<file path="src/rtl/i2cm_pkg.sv">
// ---------------------------------------------------------------------------
// i2cm_pkg
// Types, codes and bus programs of the I2C master byte engine.
// ---------------------------------------------------------------------------
`default_nettype none

package i2cm_pkg;

  localparam int CFG_IDX_W  = 2;
  localparam int CFG_DATA_W = 16;

  localparam logic [CFG_IDX_W-1:0] CFG_PAUSE_TICKS   = 2'd0;
  localparam logic [CFG_IDX_W-1:0] CFG_STRETCH_LIMIT = 2'd1;

  localparam logic [15:0] PAUSE_RESET   = 16'd80;
  localparam logic [7:0]  STRETCH_RESET = 8'd255;
  localparam logic [2:0]  BIT_LAST      = 3'd7;

  localparam logic [2:0] CMD_NONE  = 3'd0;
  localparam logic [2:0] CMD_START = 3'd1;
  localparam logic [2:0] CMD_STOP  = 3'd2;
  localparam logic [2:0] CMD_WRITE = 3'd3;
  localparam logic [2:0] CMD_READ  = 3'd4;

  localparam logic [1:0] PROG_START = 2'd0;
  localparam logic [1:0] PROG_STOP  = 2'd1;
  localparam logic [1:0] PROG_WRITE = 2'd2;
  localparam logic [1:0] PROG_READ  = 2'd3;

  typedef enum logic [3:0] {
    OP_SDA_LOW   = 4'd0,
    OP_SDA_REL   = 4'd1,
    OP_SCL_LOW   = 4'd2,
    OP_SCL_REL   = 4'd3,
    OP_PAUSE     = 4'd4,
    OP_WAIT      = 4'd5,
    OP_SDA_BIT   = 4'd6,
    OP_CLK_SHIFT = 4'd7,
    OP_GET_ACK   = 4'd8,
    OP_GET_BIT   = 4'd9,
    OP_SDA_ACK   = 4'd10
  } op_t;

  typedef struct packed {
    logic [2:0] cmd;
    logic [7:0] tx_byte;
    logic       rd_ack;
    logic       sda_in;
    logic       scl_in;
  } item_t;

  typedef struct packed {
    logic       sda_drive_low;
    logic       scl_drive_low;
    logic       busy_res;
    logic       done_res;
    logic       ack_seen;
    logic [7:0] rx_byte;
  } result_t;

  function automatic logic [3:0] prog_len(input logic [1:0] prog);
    logic [3:0] len;
    case (prog)
      PROG_START: len = 4'd7;
      PROG_STOP:  len = 4'd7;
      PROG_WRITE: len = 4'd13;
      default:    len = 4'd14;
    endcase
    return len;
  endfunction

  function automatic logic prog_loops(input logic [1:0] prog, input logic [3:0] step);
    return ((prog == PROG_WRITE) || (prog == PROG_READ)) && (step == 4'd5);
  endfunction

  function automatic logic [3:0] prog_loop_to(input logic [1:0] prog);
    return (prog == PROG_READ) ? 4'd1 : 4'd0;
  endfunction

  function automatic op_t prog_op(input logic [1:0] prog, input logic [3:0] step);
    op_t op;
    op = OP_PAUSE;
    case (prog)
      PROG_START: begin
        case (step)
          4'd0:    op = OP_SDA_REL;
          4'd1:    op = OP_SCL_REL;
          4'd2:    op = OP_WAIT;
          4'd4:    op = OP_SDA_LOW;
          4'd6:    op = OP_SCL_LOW;
          default: op = OP_PAUSE;
        endcase
      end
      PROG_STOP: begin
        case (step)
          4'd0:    op = OP_SDA_LOW;
          4'd2:    op = OP_SCL_REL;
          4'd3:    op = OP_WAIT;
          4'd5:    op = OP_SDA_REL;
          default: op = OP_PAUSE;
        endcase
      end
      PROG_WRITE: begin
        case (step)
          4'd0:    op = OP_SDA_BIT;
          4'd2:    op = OP_SCL_REL;
          4'd3:    op = OP_WAIT;
          4'd5:    op = OP_CLK_SHIFT;
          4'd6:    op = OP_SDA_REL;
          4'd8:    op = OP_SCL_REL;
          4'd9:    op = OP_WAIT;
          4'd11:   op = OP_GET_ACK;
          default: op = OP_PAUSE;
        endcase
      end
      default: begin
        case (step)
          4'd0:    op = OP_SDA_REL;
          4'd2:    op = OP_SCL_REL;
          4'd3:    op = OP_WAIT;
          4'd5:    op = OP_GET_BIT;
          4'd6:    op = OP_SDA_ACK;
          4'd8:    op = OP_SCL_REL;
          4'd9:    op = OP_WAIT;
          4'd11:   op = OP_SCL_LOW;
          4'd12:   op = OP_SDA_REL;
          default: op = OP_PAUSE;
        endcase
      end
    endcase
    return op;
  endfunction

endpackage

`default_nettype wire

</file>
<file path="src/rtl/i2c_master_byte_engine.sv">
// ---------------------------------------------------------------------------
// i2c_master_byte_engine
// Open-drain I2C master; each input beat is one tick of the bus sequencer.
// ---------------------------------------------------------------------------
//   channel  handshake              payload
//   in       in_valid / in_stall    cmd tx_byte rd_ack sda_in scl_in
//   out      out_valid / out_stall  sda_drive_low scl_drive_low busy_res
//                                   done_res ack_seen rx_byte
//   cfg      cfg_valid / cfg_ready  cfg_index cfg_data
//
// One input beat per cycle while in_stall is low; a result beat passes the input
// register, then the result register after one tick of sequencing.
// Every input beat yields exactly one result beat.
// Reset clears the sequencer, loads config defaults and empties both registers.
// out_stall holds the result register and, once the input register is full,
// raises in_stall in the same cycle. cfg_ready is always high.
// ---------------------------------------------------------------------------
`default_nettype none

module i2c_master_byte_engine (
  input  wire logic                             clk,
  input  wire logic                             rst,
  input  wire logic                             in_valid,
  output logic                                  in_stall,
  input  wire logic [2:0]                       cmd,
  input  wire logic [7:0]                       tx_byte,
  input  wire logic                             rd_ack,
  input  wire logic                             sda_in,
  input  wire logic                             scl_in,
  output logic                                  out_valid,
  input  wire logic                             out_stall,
  output logic                                  sda_drive_low,
  output logic                                  scl_drive_low,
  output logic                                  busy_res,
  output logic                                  done_res,
  output logic                                  ack_seen,
  output logic [7:0]                            rx_byte,
  input  wire logic                             cfg_valid,
  output logic                                  cfg_ready,
  input  wire logic [i2cm_pkg::CFG_IDX_W-1:0]   cfg_index,
  input  wire logic [i2cm_pkg::CFG_DATA_W-1:0]  cfg_data
);
  import i2cm_pkg::*;

  logic    in_q_valid;
  item_t   in_q;
  logic    out_hold;
  logic    step_en;
  result_t res;
  result_t out_q;

  assign out_hold  = out_valid && out_stall;
  assign in_stall  = in_q_valid && out_hold;
  assign step_en   = in_q_valid && !out_hold;
  assign cfg_ready = 1'b1;

  i2cm_seq u_seq (
    .clk       (clk),
    .rst       (rst),
    .cfg_we    (cfg_valid && cfg_ready),
    .cfg_index (cfg_index),
    .cfg_data  (cfg_data),
    .step_en   (step_en),
    .item      (in_q),
    .res       (res)
  );

  always_ff @(posedge clk) begin
    if (rst) begin
      in_q_valid <= 1'b0;
      out_valid  <= 1'b0;
    end else begin
      if (!in_stall) begin
        in_q_valid <= in_valid;
      end
      if (step_en) begin
        out_valid <= 1'b1;
      end else if (!out_stall) begin
        out_valid <= 1'b0;
      end
    end
    if (!in_stall) begin
      in_q <= '{cmd: cmd, tx_byte: tx_byte, rd_ack: rd_ack,
                sda_in: sda_in, scl_in: scl_in};
    end
    if (step_en) begin
      out_q <= res;
    end
  end

  assign sda_drive_low = out_q.sda_drive_low;
  assign scl_drive_low = out_q.scl_drive_low;
  assign busy_res      = out_q.busy_res;
  assign done_res      = out_q.done_res;
  assign ack_seen      = out_q.ack_seen;
  assign rx_byte       = out_q.rx_byte;

endmodule

`default_nettype wire

</file>
<file path="src/rtl/i2cm_seq.sv">
// ---------------------------------------------------------------------------
// i2cm_seq
// Bus sequencer: config registers, program state and one tick of work.
// ---------------------------------------------------------------------------
`default_nettype none

module i2cm_seq (
  input  wire logic                             clk,
  input  wire logic                             rst,
  input  wire logic                             cfg_we,
  input  wire logic [i2cm_pkg::CFG_IDX_W-1:0]   cfg_index,
  input  wire logic [i2cm_pkg::CFG_DATA_W-1:0]  cfg_data,
  input  wire logic                             step_en,
  input  wire i2cm_pkg::item_t                  item,
  output i2cm_pkg::result_t                     res
);
  import i2cm_pkg::*;

  logic [15:0] pause_ticks;
  logic [7:0]  stretch_limit;

  logic [2:0]  active_op,    active_op_next;
  logic [3:0]  seq_step,     seq_step_next;
  logic [2:0]  bit_index,    bit_index_next;
  logic [7:0]  shift_data,   shift_data_next;
  logic [15:0] pause_left,   pause_left_next;
  logic [7:0]  stretch_left, stretch_left_next;
  logic        sda_pull,     sda_pull_next;
  logic        scl_pull,     scl_pull_next;
  logic        ack_flag,     ack_flag_next;
  logic        ack_request,  ack_request_next;
  logic [7:0]  rx_hold,      rx_hold_next;

  logic        run;
  logic        adv;
  logic        done;
  logic [2:0]  e_op;
  logic [3:0]  e_step;
  logic [2:0]  e_bit;
  logic [7:0]  e_shift;
  logic [1:0]  prog;
  logic [3:0]  nstep;
  logic        load;
  op_t         cur_op;
  op_t         new_op;

  always_comb begin
    run     = 1'b0;
    adv     = 1'b0;
    done    = 1'b0;
    load    = 1'b0;
    nstep   = 4'd0;
    e_op    = active_op;
    e_step  = seq_step;
    e_bit   = bit_index;
    e_shift = shift_data;
    ack_request_next = ack_request;
    if (active_op == CMD_NONE) begin
      if ((item.cmd >= CMD_START) && (item.cmd <= CMD_READ)) begin
        run              = 1'b1;
        e_op             = item.cmd;
        e_step           = 4'd0;
        e_bit            = 3'd0;
        e_shift          = (item.cmd == CMD_WRITE) ? item.tx_byte : 8'd0;
        ack_request_next = item.rd_ack;
      end
    end else begin
      run = 1'b1;
    end

    prog   = 2'(e_op - 3'd1);
    cur_op = prog_op(prog, e_step);

    active_op_next    = e_op;
    seq_step_next     = e_step;
    bit_index_next    = e_bit;
    shift_data_next   = e_shift;
    pause_left_next   = pause_left;
    stretch_left_next = stretch_left;
    sda_pull_next     = sda_pull;
    scl_pull_next     = scl_pull;
    ack_flag_next     = ack_flag;
    rx_hold_next      = rx_hold;

    if (run) begin
      adv = 1'b1;
      case (cur_op)
        OP_SDA_LOW: sda_pull_next = 1'b1;
        OP_SDA_REL: sda_pull_next = 1'b0;
        OP_SCL_LOW: scl_pull_next = 1'b1;
        OP_SCL_REL: scl_pull_next = 1'b0;
        OP_PAUSE: begin
          if (pause_left > 16'd1) begin
            pause_left_next = pause_left - 16'd1;
            adv             = 1'b0;
          end else begin
            pause_left_next = 16'd0;
          end
        end
        OP_WAIT: begin
          if (!item.scl_in && (stretch_left != 8'd0)) begin
            stretch_left_next = stretch_left - 8'd1;
            adv               = 1'b0;
          end
        end
        OP_SDA_BIT: sda_pull_next = ~e_shift[7];
        OP_CLK_SHIFT: begin
          scl_pull_next   = 1'b1;
          shift_data_next = {e_shift[6:0], 1'b0};
        end
        OP_GET_ACK: begin
          ack_flag_next = ~item.sda_in;
          scl_pull_next = 1'b1;
        end
        OP_GET_BIT: begin
          shift_data_next = {e_shift[6:0], item.sda_in};
          scl_pull_next   = 1'b1;
        end
        default: sda_pull_next = ack_request_next;
      endcase

      if (adv) begin
        if (prog_loops(prog, e_step) && (e_bit < BIT_LAST)) begin
          bit_index_next = e_bit + 3'd1;
          nstep          = prog_loop_to(prog);
          load           = 1'b1;
        end else if ((e_step + 4'd1) >= prog_len(prog)) begin
          if (e_op == CMD_READ) begin
            rx_hold_next = shift_data_next;
          end
          active_op_next = CMD_NONE;
          seq_step_next  = 4'd0;
          done           = 1'b1;
        end else begin
          nstep = e_step + 4'd1;
          load  = 1'b1;
        end
      end
    end

    new_op = prog_op(prog, nstep);
    if (load) begin
      seq_step_next = nstep;
      if (new_op == OP_PAUSE) begin
        pause_left_next = pause_ticks;
      end else if (new_op == OP_WAIT) begin
        stretch_left_next = stretch_limit;
      end
    end

    res.sda_drive_low = sda_pull_next;
    res.scl_drive_low = scl_pull_next;
    res.busy_res      = (active_op_next != CMD_NONE);
    res.done_res      = done;
    res.ack_seen      = ack_flag_next;
    res.rx_byte       = rx_hold_next;
  end

  always_ff @(posedge clk) begin
    if (rst) begin
      pause_ticks   <= PAUSE_RESET;
      stretch_limit <= STRETCH_RESET;
      active_op     <= CMD_NONE;
      seq_step      <= 4'd0;
      bit_index     <= 3'd0;
      shift_data    <= 8'd0;
      pause_left    <= 16'd0;
      stretch_left  <= 8'd0;
      sda_pull      <= 1'b0;
      scl_pull      <= 1'b0;
      ack_flag      <= 1'b0;
      ack_request   <= 1'b0;
      rx_hold       <= 8'd0;
    end else begin
      if (cfg_we) begin
        unique case (cfg_index)
          CFG_PAUSE_TICKS:   pause_ticks   <= cfg_data;
          CFG_STRETCH_LIMIT: stretch_limit <= cfg_data[7:0];
          default: ;
        endcase
      end
      if (step_en) begin
        active_op    <= active_op_next;
        seq_step     <= seq_step_next;
        bit_index    <= bit_index_next;
        shift_data   <= shift_data_next;
        pause_left   <= pause_left_next;
        stretch_left <= stretch_left_next;
        sda_pull     <= sda_pull_next;
        scl_pull     <= scl_pull_next;
        ack_flag     <= ack_flag_next;
        ack_request  <= ack_request_next;
        rx_hold      <= rx_hold_next;
      end
    end
  end

endmodule

`default_nettype wire

</file>
<file path="config.mk">
export PLATFORM = sky130hd
export DESIGN_NAME = i2c_master_byte_engine
export DESIGN_NICKNAME = d
export VERILOG_FILES = /design/src/rtl/i2cm_pkg.sv /design/src/rtl/i2c_master_byte_engine.sv /design/src/rtl/i2cm_seq.sv
export SDC_FILE = /design/constraint.sdc
export NUM_CORES = 1
export LEC_CHECK = 0
export ABC_AREA = 0
export BUFFER_PORTS_ARGS = -buffer_cell sky130_fd_sc_hd__buf_4
export CAP_MARGIN = 5
export CORE_ASPECT_RATIO = 1.5
export CORE_MARGIN = 10
export CORE_UTILIZATION = 35
export DETAILED_ROUTE_END_ITERATION = 10
export GPL_ROUTABILITY_DRIVEN = 0
export PLACE_DENSITY = 0.6
export SYNTH_ARGS = -nofsm -noshare
export SYNTH_HDL_FRONTEND = slang
export SYNTH_SLANG_ARGS = --single-unit
</file>
<file path="constraint.sdc">
create_clock -name clk -period 7.64 [get_ports clk]
set_input_delay 0.382 -clock clk [delete_from_list [all_inputs] [get_ports clk]]
set_output_delay 0.382 -clock clk [all_outputs]
set_load 0.02 [all_outputs]
</file>
==> results.toml <==
[status]
outcome = "complete, no violations"

[floorplanning]
pin_count = 53
num_rows = 60
core_sq_um = 18000
dieWidth_um = 131
start_util_pct = 35.7
die_area_sq_um = 24300
die_h_um = 186

[global_routing]
grt_max_degree = 69
grt_util_all_layers_pct = 14.5
grt_pass1_vias = 5652
gr-total-overflow = 0
antenna_found_initial = 0
grt_pass1_wl_um = 28500

[clock_network]
root_buffer = "clkbuf_16"
insertion_delay_ns = 0.38
clock_path_buffers = 2
path_clk_slew_ns = 0.08
cts_tree = "yes"
post_cts_buffers = 0
cts_buffers = 9
htree_levels = 3
clock-sinks = 107

[sta]
hold_viol = 0
timing.setup.tns_ns = 0
worst_slew_pin_slew_ns = 0.936
skew_ns = 0.0139
layout_setup_ws_ns = 0.688
drv_slew = 0
setup_viol = 0
rsz0062_at_grt = "no"
fmax_mhz = 144
slew_headroom_pct = 37.4
finalCriticalPeriod_ns = 6.95
post-route-period-util_pct = 91.0

[detailed_routing]
routed_wl_um = 17400
wl_met2_um = 8940
drtPass1Iterations = 5
drc = 0
first_iter_violations = 293
num_vias = 5751
top_layer_used = "met4"
drt-met1-wl_um = 7210
detail-route-antenna-nets = 0
drt-wirelength-per-cell_um = 17.1
viasPerCell = 5.64
dr_wl_met3_um = 665

[worst_setup_path]
end_kind = "flop"
cp-startpoint = "in_q[12]$_DFFE_PN_"
critPathKind = "flop to flop"
rr_endpoint = "u_seq.pause_left[5]$_SDFFE_PP0P_"
cp-start-kind = "flop"
worstRegToRegCells = 23
rrSetupSlack_ns = 0.69
cp.arrival_ns = 7.23
required_ns = 7.92
crit_path_end = "u_seq.pause_left[5]$_SDFFE_PP0P_"
critPathMaxFanout = 30
r2r-start = "in_q[12]$_DFFE_PN_"

[layout]
mostFrequentLayoutCells = "116 x nand2_1, 80 x dfxtp_1, 70 x nor2_1"
fill_cells = 1855
nNetsFinal = 862
final_common_cell = "nand2_1"
area_delta_synth_final_pct = 13.5
seq_area_sq_um = 2410
multiInputGateArea_sq_um = 3730
insertedDiodeCount = 0
drive_above_1_share_pct = 14.2

[synthesis]
avgSynthCellArea_sq_um = 8.32
ys_ff_latch = 107
syn_inst = 774
synthFlopType = "dfxtp_1"
ys_warn_count = 0
synth_top_cell_by_area = "dfxtp_1"
synthesis.area_sq_um = 6440
yosysSeqAreaShare_pct = 37.5
synth.area.top_cells = "dfxtp_1 25%, edfxtp_1 13%, nand2_1 6.8%, ha_1 5.2%, a21oi_1 4.7%"
async_flop_share_pct = 0
synth_edf_count = 27
synth_cell_types = 83
synth_fp_nets = 838
synth_top_area_share_pct = 24.9

[place]
post-dp-hpwl_um = 12000
dp_slack_ns = 0.488
io_buffers = 51

[power]
powerDensity_nw_per_um2 = 208
ir_drop_uv = 150
p_leak_nw = 2.77

[job]
cap_violations = 0

[worst_hold_path]
hold_path.class = "primary input to flop"
## Yosys cell counts (4+ instances only)
cell,number
a211oi_1,11
a21oi_1,61
a221oi_1,4
a22oi_1,12
a311oi_1,9
a31oi_1,13
a41oi_1,5
and2_1,7
buf_4,4
clkbuf_1,37
dfxtp_1,80
edfxtp_1,27
ha_1,27
inv_1,26
mux2_2,9
mux2i_1,19
nand2_1,117
nand2b_1,6
nand3_1,31
nand3b_1,4
nand4_1,5
nor2_1,70
nor3_1,32
nor4_1,10
o21ai_0,25
o41ai_1,4
or3_1,16
or4_1,8
xnor2_1,8
## flip-flops by register name, indices dropped and copies added (netlist names), 3 cells and up
name and count:
u_seq.pause_left 16, u_seq.pause_ticks 16, in_q 14, rx_byte 8
u_seq.rx_hold 8, u_seq.shift_data 8, u_seq.stretch_left 8, u_seq.stretch_limit 8
u_seq.seq_step 4, u_seq.active_op 3, u_seq.bit_index 3
## worst min-delay path by stage
stage / end / slack [ns] / depth (start not counted) / startpoint
finish: in_q[11]$_DFFE_PN_ / 0.18 / 1 / cmd[0]
global route: in_q[7]$_DFFE_PN_ / 0.17 / 1 / tx_byte[4]
CTS: in_q[8]$_DFFE_PN_ / 0.17 / 1 / tx_byte[5]
detailed placement: u_seq.shift_data[1]$_SDFFE_PP0P_ / 0.45 / 2 / u_seq.shift_data[1]$_SDFFE_PP0P_
global placement: u_seq.shift_data[7]$_SDFFE_PP0P_ / 0.44 / 2 / u_seq.shift_data[7]$_SDFFE_PP0P_
floorplan: u_seq.shift_data[2]$_SDFFE_PP0P_ / 0.43 / 2 / u_seq.shift_data[2]$_SDFFE_PP0P_
## through the flow
step	hold slack [ns]	instances	utilization, %	power, W	instance area, sq um
6_report	0.181	1020	40.6	0.00152	7310
5_1_grt	0.174	1020	40.6	0.00160	7310
4_1_cts	0.169	1020	40.5	0.00153	7300
3_5_place_dp	0.447	1004	38.7	0.000999	6970
3_3_place_gp	0.441	1004	38.7	0.000998	6970
2_1_floorplan	0.432	774	-	0.000904	6440
## cells by family (layout without fill, tap and decap cells)
| kind of cell | Yosys count | count (layout) | share of synthesized area, % |
|---|---|---|---|
| adders and majority gates | 27 | 27 | 5.25 |
| xor gates and xnor gates | 11 | 11 | 1.50 |
| other | 1 | 1 | 0.0582 |
| and+or+nand+nor | 325 | 325 | 23.9 |
| buffers and inverters | 75 | 104 | 4.78 |
| AOI/OAI and AO/OA | 197 | 197 | 21.7 |
| DFF | 107 | 107 | 37.5 |
| muxes | 31 | 31 | 5.40 |
## final cells by class
cell class	count	share of cell area (%)
clock inverters	7	1.49
inverters	28	1.44
flip-flops and latches	107	33.0
multi-input cells	592	51.1
repair buffers	60	6.16
clock buffers	9	3.08
well taps	217	3.72
## metal layers
metal	vias to the layer above	global-route usage, %
met5	-	0
met4	0	8.12
met3	39	2.14
met2	128	25.2
met1	2700	16.6
li1	2884	-
## critical path, cell delays in order (launching register included)
cell       delay [ns]
edfxtp_1         0.50
nor3_4           0.42
nor3_2           0.17
a21oi_1          0.42
ha_2             0.46
clkinv_1         0.32
ha_1             0.36
nand2b_1         0.14
a21o_1           0.17
a31oi_1          0.43
nand2_1          0.21
nor2_1           0.27
o21a_2           0.28
nand2_1          0.16
ha_1             0.40
mux2i_1          0.20
nor3_1           0.06
a211o_1          0.28
a211oi_1         0.27
o32ai_2          0.15
a2111oi_4        0.35
and2_4           0.40
a221oi_1         0.15
o32ai_1          0.27
## report_power, final
group	switching (W)	internal (W)
combinational	0.000215	0.000132
sequential	0.0000281	0.000615
clock	0.000236	0.000293
## what timing repair did
action / CTS / global route
endpoints found under the setup margin: 0 / 24
gates resized for setup: 0 / 2
hold buffers: 0 / 0
Note: power is estimated with default switching activity, not from simulation.
